### src/rtl/gdfw_pkg.sv
package gdfw_pkg;

  localparam logic [1:0] CMD_ADD_VERTEX = 2'd0;
  localparam logic [1:0] CMD_ADD_EDGE   = 2'd1;
  localparam logic [1:0] CMD_WALK       = 2'd2;

  localparam logic [2:0] ST_ACCEPTED   = 3'd0;
  localparam logic [2:0] ST_VISITED    = 3'd1;
  localparam logic [2:0] ST_TABLE_FULL = 3'd2;
  localparam logic [2:0] ST_UNKNOWN    = 3'd3;
  localparam logic [2:0] ST_LIST_FULL  = 3'd4;
  localparam logic [2:0] ST_EMPTY      = 3'd5;

  typedef struct packed {
    logic [1:0] command;
    logic [2:0] vertex_a;
    logic [2:0] vertex_b;
  } in_item_t;

  typedef struct packed {
    logic [2:0] status;
    logic [2:0] visited_vertex;
    logic       last_of_run;
  } out_item_t;

endpackage

### src/rtl/gdfw_ram.sv
module gdfw_ram #(
  parameter int DEPTH = 8,
  parameter int WIDTH = 8
) (
  input  logic                     clk,
  input  logic                     we,
  input  logic [$clog2(DEPTH)-1:0] waddr,
  input  logic [WIDTH-1:0]         wdata,
  input  logic [$clog2(DEPTH)-1:0] raddr,
  output logic [WIDTH-1:0]         rdata
);

  logic [WIDTH-1:0] mem [DEPTH];

  always_ff @(posedge clk) begin
    if (we) begin
      mem[waddr] <= wdata;
    end
  end

  always_ff @(posedge clk) begin
    rdata <= mem[raddr];
  end

endmodule

### src/rtl/graph_depth_first_walker.sv
// Depth-first walker over a small undirected graph.
// The in_ channel takes one request at a time: add a vertex, add an edge
// between two existing vertices, or walk the graph. in_ready is high only
// while the block is idle. Each add-vertex, add-edge or walk request gives
// its results on the out_ channel through a one-entry output register; the
// final result of a request has last_of_run set. An unused command code
// gives no result. An add-vertex request, or an add-edge request naming an
// unknown vertex, goes from idle straight to S_EMIT, which raises out_valid;
// any other add-edge request passes through S_RDA, S_RDB and, if the edge is
// accepted, S_WRB before S_EMIT. A walk clears the visited marks and emits
// one result per vertex in depth-first preorder; each root tried passes
// S_ROOT, each neighbour slot scanned S_SCAN and S_TEST, each stack pop
// S_POP and each result S_EMIT. The neighbour list RAM has one read port.
// When the receiver holds out_ready low the walk pauses with the next result
// pending and resumes once the output register is free.
// Reset empties the graph; the neighbour memories need no clearing.
module graph_depth_first_walker
  import gdfw_pkg::*;
#(
  parameter int MAX_VERTICES = 8,
  parameter int MAX_DEGREE   = 8
) (
  input  logic      clk,
  input  logic      rst_n,
  input  logic      in_valid,
  output logic      in_ready,
  input  in_item_t  in_data,
  output logic      out_valid,
  input  logic      out_ready,
  output out_item_t out_data
);

  localparam int VW     = $clog2(MAX_VERTICES);
  localparam int TW     = $clog2(MAX_VERTICES + 1);
  localparam int DW     = (MAX_DEGREE > 1) ? $clog2(MAX_DEGREE) : 1;
  localparam int CW     = $clog2(MAX_DEGREE + 1);
  localparam int EW     = (VW > 3) ? VW : 3;
  localparam int KW     = (EW > TW) ? EW : TW;
  localparam int SDEPTH = MAX_VERTICES * (2 ** DW);
  localparam int SAW    = $clog2(SDEPTH);
  localparam int KW_W   = VW + CW;

  localparam logic [TW-1:0] VT_MAX  = TW'(MAX_VERTICES);
  localparam logic [CW:0]   DEG_MAX = (CW + 1)'(MAX_DEGREE);

  typedef enum logic [8:0] {
    S_IDLE = 9'b000000001,
    S_RDA  = 9'b000000010,
    S_RDB  = 9'b000000100,
    S_WRB  = 9'b000001000,
    S_EMIT = 9'b000010000,
    S_ROOT = 9'b000100000,
    S_SCAN = 9'b001000000,
    S_TEST = 9'b010000000,
    S_POP  = 9'b100000000
  } state_t;

  function automatic logic [2:0] low3(input logic [VW-1:0] v);
    logic [EW-1:0] e;
    e = EW'(v);
    return e[2:0];
  endfunction

  state_t              state_r, state_nxt;
  logic [TW-1:0]       vt_r, vt_nxt;
  logic                out_valid_r, out_valid_nxt;
  out_item_t           out_data_r, out_data_nxt;
  out_item_t           res_r, res_nxt;
  logic [VW-1:0]       a_r, a_nxt;
  logic [VW-1:0]       b_r, b_nxt;
  logic                same_r, same_nxt;
  logic [CW-1:0]       na_r, na_nxt;
  logic [CW-1:0]       nb_r, nb_nxt;
  logic [MAX_VERTICES-1:0] visited_r, visited_nxt;
  logic [VW-1:0]       root_r, root_nxt;
  logic [TW-1:0]       count_r, count_nxt;
  logic [VW-1:0]       cur_v_r, cur_v_nxt;
  logic [CW-1:0]       cur_j_r, cur_j_nxt;
  logic [VW-1:0]       depth_r, depth_nxt;

  logic                nt_we;
  logic [VW-1:0]       nt_waddr, nt_raddr;
  logic [CW-1:0]       nt_wdata, nt_q;
  logic                ns_we;
  logic [SAW-1:0]      ns_waddr, ns_raddr;
  logic [VW-1:0]       ns_wdata, ns_q;
  logic                st_we;
  logic [VW-1:0]       st_waddr, st_raddr;
  logic [KW_W-1:0]     st_wdata, st_q;

  logic [KW-1:0]       a_k, b_k, vt_k;
  logic [CW:0]         na1, na2, nb_e;
  logic                list_full;
  logic [TW-1:0]       count_inc;
  logic                last_hit;

  gdfw_ram #(.DEPTH(MAX_VERTICES), .WIDTH(CW)) u_count_ram (
    .clk(clk), .we(nt_we), .waddr(nt_waddr), .wdata(nt_wdata),
    .raddr(nt_raddr), .rdata(nt_q)
  );

  gdfw_ram #(.DEPTH(SDEPTH), .WIDTH(VW)) u_list_ram (
    .clk(clk), .we(ns_we), .waddr(ns_waddr), .wdata(ns_wdata),
    .raddr(ns_raddr), .rdata(ns_q)
  );

  gdfw_ram #(.DEPTH(MAX_VERTICES), .WIDTH(KW_W)) u_stack_ram (
    .clk(clk), .we(st_we), .waddr(st_waddr), .wdata(st_wdata),
    .raddr(st_raddr), .rdata(st_q)
  );

  assign in_ready  = (state_r == S_IDLE);
  assign out_valid = out_valid_r;
  assign out_data  = out_data_r;

  assign a_k       = KW'(in_data.vertex_a);
  assign b_k       = KW'(in_data.vertex_b);
  assign vt_k      = KW'(vt_r);
  assign na1       = (CW + 1)'(na_r) + (CW + 1)'(1);
  assign na2       = (CW + 1)'(na_r) + (CW + 1)'(2);
  assign nb_e      = (CW + 1)'(nt_q);
  assign list_full = same_r ? (na2 > DEG_MAX)
                            : (((CW + 1)'(na_r) >= DEG_MAX) || (nb_e >= DEG_MAX));
  assign count_inc = count_r + TW'(1);
  assign last_hit  = (count_inc == vt_r);

  always_comb begin
    state_nxt     = state_r;
    vt_nxt        = vt_r;
    out_valid_nxt = out_valid_r;
    out_data_nxt  = out_data_r;
    res_nxt       = res_r;
    a_nxt         = a_r;
    b_nxt         = b_r;
    same_nxt      = same_r;
    na_nxt        = na_r;
    nb_nxt        = nb_r;
    visited_nxt   = visited_r;
    root_nxt      = root_r;
    count_nxt     = count_r;
    cur_v_nxt     = cur_v_r;
    cur_j_nxt     = cur_j_r;
    depth_nxt     = depth_r;

    nt_we    = 1'b0;
    nt_waddr = a_r;
    nt_wdata = '0;
    nt_raddr = cur_v_r;
    ns_we    = 1'b0;
    ns_waddr = {a_r, na_r[DW-1:0]};
    ns_wdata = b_r;
    ns_raddr = {cur_v_r, cur_j_r[DW-1:0]};
    st_we    = 1'b0;
    st_waddr = depth_r;
    st_wdata = {cur_v_r, cur_j_r + CW'(1)};
    st_raddr = depth_r - VW'(1);

    if (out_valid_r && out_ready) begin
      out_valid_nxt = 1'b0;
    end

    unique case (state_r)
      S_IDLE: begin
        nt_raddr = a_k[VW-1:0];
        if (in_valid) begin
          a_nxt    = a_k[VW-1:0];
          b_nxt    = b_k[VW-1:0];
          same_nxt = (in_data.vertex_a == in_data.vertex_b);
          case (in_data.command)
            CMD_ADD_VERTEX: begin
              state_nxt = S_EMIT;
              if (vt_r == VT_MAX) begin
                res_nxt = '{status: ST_TABLE_FULL, visited_vertex: 3'd0, last_of_run: 1'b1};
              end else begin
                nt_we    = 1'b1;
                nt_waddr = vt_r[VW-1:0];
                nt_wdata = '0;
                vt_nxt   = vt_r + TW'(1);
                res_nxt  = '{status: ST_ACCEPTED, visited_vertex: low3(vt_r[VW-1:0]),
                             last_of_run: 1'b1};
              end
            end
            CMD_ADD_EDGE: begin
              if ((a_k >= vt_k) || (b_k >= vt_k)) begin
                res_nxt   = '{status: ST_UNKNOWN, visited_vertex: 3'd0, last_of_run: 1'b1};
                state_nxt = S_EMIT;
              end else begin
                state_nxt = S_RDA;
              end
            end
            CMD_WALK: begin
              if (vt_r == '0) begin
                res_nxt   = '{status: ST_EMPTY, visited_vertex: 3'd0, last_of_run: 1'b1};
                state_nxt = S_EMIT;
              end else begin
                visited_nxt = '0;
                root_nxt    = '0;
                count_nxt   = '0;
                state_nxt   = S_ROOT;
              end
            end
            default: begin
              state_nxt = S_IDLE;
            end
          endcase
        end
      end

      S_RDA: begin
        na_nxt    = nt_q;
        nt_raddr  = b_r;
        state_nxt = S_RDB;
      end

      S_RDB: begin
        if (list_full) begin
          res_nxt   = '{status: ST_LIST_FULL, visited_vertex: 3'd0, last_of_run: 1'b1};
          state_nxt = S_EMIT;
        end else begin
          ns_we     = 1'b1;
          ns_waddr  = {a_r, na_r[DW-1:0]};
          ns_wdata  = b_r;
          nt_we     = 1'b1;
          nt_waddr  = a_r;
          nt_wdata  = na1[CW-1:0];
          nb_nxt    = same_r ? na1[CW-1:0] : nt_q;
          state_nxt = S_WRB;
        end
      end

      S_WRB: begin
        ns_we     = 1'b1;
        ns_waddr  = {b_r, nb_r[DW-1:0]};
        ns_wdata  = a_r;
        nt_we     = 1'b1;
        nt_waddr  = b_r;
        nt_wdata  = nb_r + CW'(1);
        res_nxt   = '{status: ST_ACCEPTED, visited_vertex: 3'd0, last_of_run: 1'b1};
        state_nxt = S_EMIT;
      end

      S_EMIT: begin
        if (!out_valid_r || out_ready) begin
          out_valid_nxt = 1'b1;
          out_data_nxt  = res_r;
          state_nxt     = res_r.last_of_run ? S_IDLE : S_SCAN;
        end
      end

      S_ROOT: begin
        if (visited_r[root_r]) begin
          root_nxt = root_r + VW'(1);
        end else begin
          visited_nxt[root_r] = 1'b1;
          count_nxt = count_inc;
          cur_v_nxt = root_r;
          cur_j_nxt = '0;
          depth_nxt = '0;
          res_nxt   = '{status: ST_VISITED, visited_vertex: low3(root_r),
                        last_of_run: last_hit};
          state_nxt = S_EMIT;
        end
      end

      S_SCAN: begin
        state_nxt = S_TEST;
      end

      S_TEST: begin
        if (cur_j_r < nt_q) begin
          cur_j_nxt = cur_j_r + CW'(1);
          state_nxt = S_SCAN;
          if (!visited_r[ns_q]) begin
            visited_nxt[ns_q] = 1'b1;
            count_nxt = count_inc;
            st_we     = 1'b1;
            depth_nxt = depth_r + VW'(1);
            cur_v_nxt = ns_q;
            cur_j_nxt = '0;
            res_nxt   = '{status: ST_VISITED, visited_vertex: low3(ns_q),
                          last_of_run: last_hit};
            state_nxt = S_EMIT;
          end
        end else if (depth_r == '0) begin
          root_nxt  = root_r + VW'(1);
          state_nxt = S_ROOT;
        end else begin
          state_nxt = S_POP;
        end
      end

      S_POP: begin
        cur_v_nxt = st_q[KW_W-1:CW];
        cur_j_nxt = st_q[CW-1:0];
        depth_nxt = depth_r - VW'(1);
        state_nxt = S_SCAN;
      end

      default: begin
        state_nxt = S_IDLE;
      end
    endcase
  end

  always_ff @(posedge clk) begin
    if (!rst_n) begin
      state_r     <= S_IDLE;
      vt_r        <= '0;
      out_valid_r <= 1'b0;
    end else begin
      state_r     <= state_nxt;
      vt_r        <= vt_nxt;
      out_valid_r <= out_valid_nxt;
    end
  end

  always_ff @(posedge clk) begin
    out_data_r <= out_data_nxt;
    res_r      <= res_nxt;
    a_r        <= a_nxt;
    b_r        <= b_nxt;
    same_r     <= same_nxt;
    na_r       <= na_nxt;
    nb_r       <= nb_nxt;
    visited_r  <= visited_nxt;
    root_r     <= root_nxt;
    count_r    <= count_nxt;
    cur_v_r    <= cur_v_nxt;
    cur_j_r    <= cur_j_nxt;
    depth_r    <= depth_nxt;
  end

endmodule

### config.mk
export PLATFORM = sky130hd
export DESIGN_NAME = graph_depth_first_walker
export DESIGN_NICKNAME = d
export VERILOG_FILES = /design/src/rtl/gdfw_pkg.sv /design/src/rtl/gdfw_ram.sv /design/src/rtl/graph_depth_first_walker.sv
export SDC_FILE = /design/constraint.sdc
export NUM_CORES = 1
export LEC_CHECK = 0
export BUFFER_PORTS_ARGS = -buffer_cell sky130_fd_sc_hd__buf_2
export CAP_MARGIN = 20
export CELL_PAD_IN_SITES_DETAIL_PLACEMENT = 0
export CELL_PAD_IN_SITES_GLOBAL_PLACEMENT = 1
export CORE_ASPECT_RATIO = 1.5
export CORE_MARGIN = 8
export CORE_UTILIZATION = 54
export DETAILED_ROUTE_END_ITERATION = 16
export PLACE_DENSITY_LB_ADDON = 0.3
export SETUP_SLACK_MARGIN = 0.02
export SLEW_MARGIN = 5
export SYNTH_ARGS = -nofsm -noshare
export SYNTH_HDL_FRONTEND = slang
export SYNTH_HIERARCHICAL = 1
export SYNTH_SLANG_ARGS = --single-unit
export TNS_END_PERCENT = 20
### constraint.sdc
create_clock -name clk -period 4.3 [get_ports clk]
set_input_delay 0 -clock clk [delete_from_list [all_inputs] [get_ports clk]]
set_output_delay 0 -clock clk [all_outputs]
set_load 0.02 [all_outputs]
==> out/qor.txt <==
Status - finished clean
Clock root buffer - clkbuf_16
Via count - 8797
LEAKAGE - 6.04 nW
Drt drc - 0
Setup TNS Final - 0 ps
Worst Path Required - 4530 ps
Crit Reg-Reg Endpoint - u_list_ram/mem[18][1]
Mapped cell area - 0.0160 mm^2
Arrival time worst endpoint - 3810 ps
Post-Route Utilization - 0.599
Initial Util - 0.545
Psw - 1.61 mW
Max-cap violations - 0
Crit-path max cell delay - 600 ps
Net count of the mapped netlist - 1081
Final ANT Viol Nets - 0
Rel. slew slack - 0.384
Finish-stage setup viols - 0
Hold Fails Final Rpt - 0
Ys Warns - 6
Min Tclk post-route - 3590 ps
Peak Freq - 279 MHz
Final wirelength - 34000 um
Worst-path clk slew - 60 ps
DIE AREA - 0.0354 mm^2
Reg2Reg Setup Slack - 710 ps
Layout fillers - 2246
Finished Cell Area - 0.0175 mm^2
Area delta synth->final - 10.0%
Crit path from - state_r[8]
Async SR Flop Fraction - 0
Die X - 156 um
Crit path buf inv count - 0
Power Dens Cells - 418 mW/mm^2
Top fanout value on the critical path - 14
Fin crit share - 0.834
Tot Pwr - 7.33 mW
Drt first pass iters - 5
Most used DFF post-synth - edfxtp_1
Row count - 77
Switch share - 0.219
WHS Path Cells - 4
Finished Layout Cells - 1487
Area post-placement - 0.0164 mm^2
Worst skew pair latency - 540 ps
Die Y - 227 um
Htree depth - 2
Unique masters post-synth - 70
# IOs - 21
Crit-path cells - or3_1 > nor2b_1 > and3_1 > o21ai_0 > or3b_2 > or2_2 > nor2_1
Crit. End Element - flip-flop
Gate power share - 0.058
Synthesized flop and latch total - 362
Slew Limit Fails - 0
Sequential share of power - 0.540
Place WS - 738 ps
Final hold slack - 51.4 ps
Number of synthesized flops with an enable pin - 334
Most common cell after layout, fill and taps aside - edfxtp_1
CTS tree - done
Post-route setup slack - 712 ps
Vias/cell - 5.92
Gr usage total - 0.198
Core ar. - 0.0293 mm^2
Largest net degree at the start of global routing - 65
Worst Hold End - state_r[1]
FF-to-FF Start - state_r[8]
CTS buffer count - 35
Register area share after synthesis - 0.664
Layout Skew - 20.3 ps
CP max stage cell - or3b_2
GR Overflow Total - 0
DRT iter0 DRCs - 576
Class of the worst hold path - in -> reg
Clock buffer depth - 3
Setup Buffers After CTS - 0
WL per Instance - 22.9 um
Synth Area per Inst - 15.3 um^2
First-pass GRT wire length - 52600 um
Dpl cells - 1416
Family with the most delay on the worst path - simple AND/OR/NAND/NOR gates
Initial antenna violation count - 0
Critical path class - reg -> reg
FF-to-FF path depth - 7
CTS Sinks - 362
Crit start category - flip-flop
DP HPWL - 23000 um
Final Wtd Congestion - 0.836
Vias in the first global route - 9205
Share of cells above drive strength 1 - 0.159
Number of antenna diodes - 0
Int Pwr - 5.73 mW
Worst-Margin Slew - 917 ps
Final net count - 1105
Unrepaired setup endpoints after global routing - no
Most frequent cells in the layout - edfxtp_1 (334), nor2_1 (120), nand2_1 (63)
Port Buffers - 20
Clock Power Share - 0.402
Hold Crit Start - in_data[7]
Max VDD drop - 0.325 mV
Post-CTS Resized - 0
Syn Inst Count - 1043
layer usage:
| layer | GRT usage | wire length, um | vias up |
|---|---|---|---|
| li1 | - | - | 4082 |
| met1 | 0.219 | 12600 | 4404 |
| met2 | 0.363 | 18400 | 229 |
| met3 | 0.0311 | 1530 | 82 |
| met4 | 0.0918 | 1430 | 0 |
| met5 | 0 | 0 | - |
power by group through the flow:
| stage | Clock (mW) | Sequential [mW] | Combinational [mW] |
|---|---|---|---|
| final | 2.95 | 3.96 | 0.425 |
| after global routing | 3.14 | 3.96 | 0.467 |
| after CTS | 3.01 | 3.96 | 0.429 |
| after detailed placement | 0 | 4.03 | 0.419 |
| after global placement | 0 | 4.03 | 0.413 |
| after floorplan | 0 | 4.01 | 0.305 |
what timing repair did:
item	in CTS	in global routing
hold endpoints to repair	17	0
hold buffers	9	0
endpoints found under the setup margin	0	0
logic make-up after synthesis:
family / Yosys count / synth area share
DFF: 362 / 0.664
and+or+nand+nor: 328 / 0.100
AOI/OAI and AO/OA: 113 / 0.0522
muxes: 96 / 0.121
buffers and inverters: 93 / 0.0288
adders and majority gates: 26 / 0.0204
xor gates and xnor gates: 25 / 0.0137
flip-flops by register name (all words and copies together) (netlist names), 7 cells and up:
| register | count |
|---|---|
| res_r | 7 |
| u_count_ram/mem | 32 |
| out_data | 7 |
| visited_r | 8 |
| u_stack_ram/mem | 56 |
| u_list_ram/mem | 192 |
| u_stack_ram/rdata | 7 |
| state_r | 9 |
worst max path at each step:
stage                     cells past startpoint                     to
after floorplan                              12  u_list_ram/mem[10][0]
after global placement                        7  u_list_ram/mem[10][0]
after detailed placement                      7  u_list_ram/mem[18][1]
after CTS                                     7   u_list_ram/mem[2][1]
after global routing                          7  u_list_ram/mem[18][0]
final                                         7  u_list_ram/mem[18][1]
layout make-up:
cell class | instances | area, um^2 | area share
multi-input combinational | 588 | 4910 | 0.280
clock inverter | 15 | 166 | 0.00948
timing repair buffer | 46 | 330 | 0.0188
sequential | 362 | 10600 | 0.603
clock buffer | 47 | 931 | 0.0530
inverter | 34 | 128 | 0.00727
tap | 395 | 494 | 0.0282
worst min-delay path: cells and delay by family:
kind,cells,cell delay (ps)
adders and majority gates,1,200
buffers and inverters,1,100
and+or+nand+nor,2,220
Yosys cell counts, types with 9 or more instances:
master    instances  area share
nor3_1           25      0.0078
nand3_1          24      0.0075
xnor2_1          13      0.0071
o22ai_1          11      0.0043
nand2b_1         16      0.0063
and2_1           12      0.0047
or3_1             9      0.0035
nor2_1          120       0.028
o21ai_0          20      0.0063
mux4_1           22       0.036
dfxtp_1          28       0.035
mux2i_1          12      0.0075
edfxtp_1        334        0.63
mux2_2           15       0.011
nand2_1          66       0.016
and3_1            9      0.0035
clkbuf_1         35      0.0082
mux4_2           47       0.066
inv_1            34      0.0080
xor2_1           12      0.0066
a21oi_1          18      0.0056
buf_2            11      0.0035
ha_1             26       0.020
No activity file was read; power rests on OpenSTA's default activity.
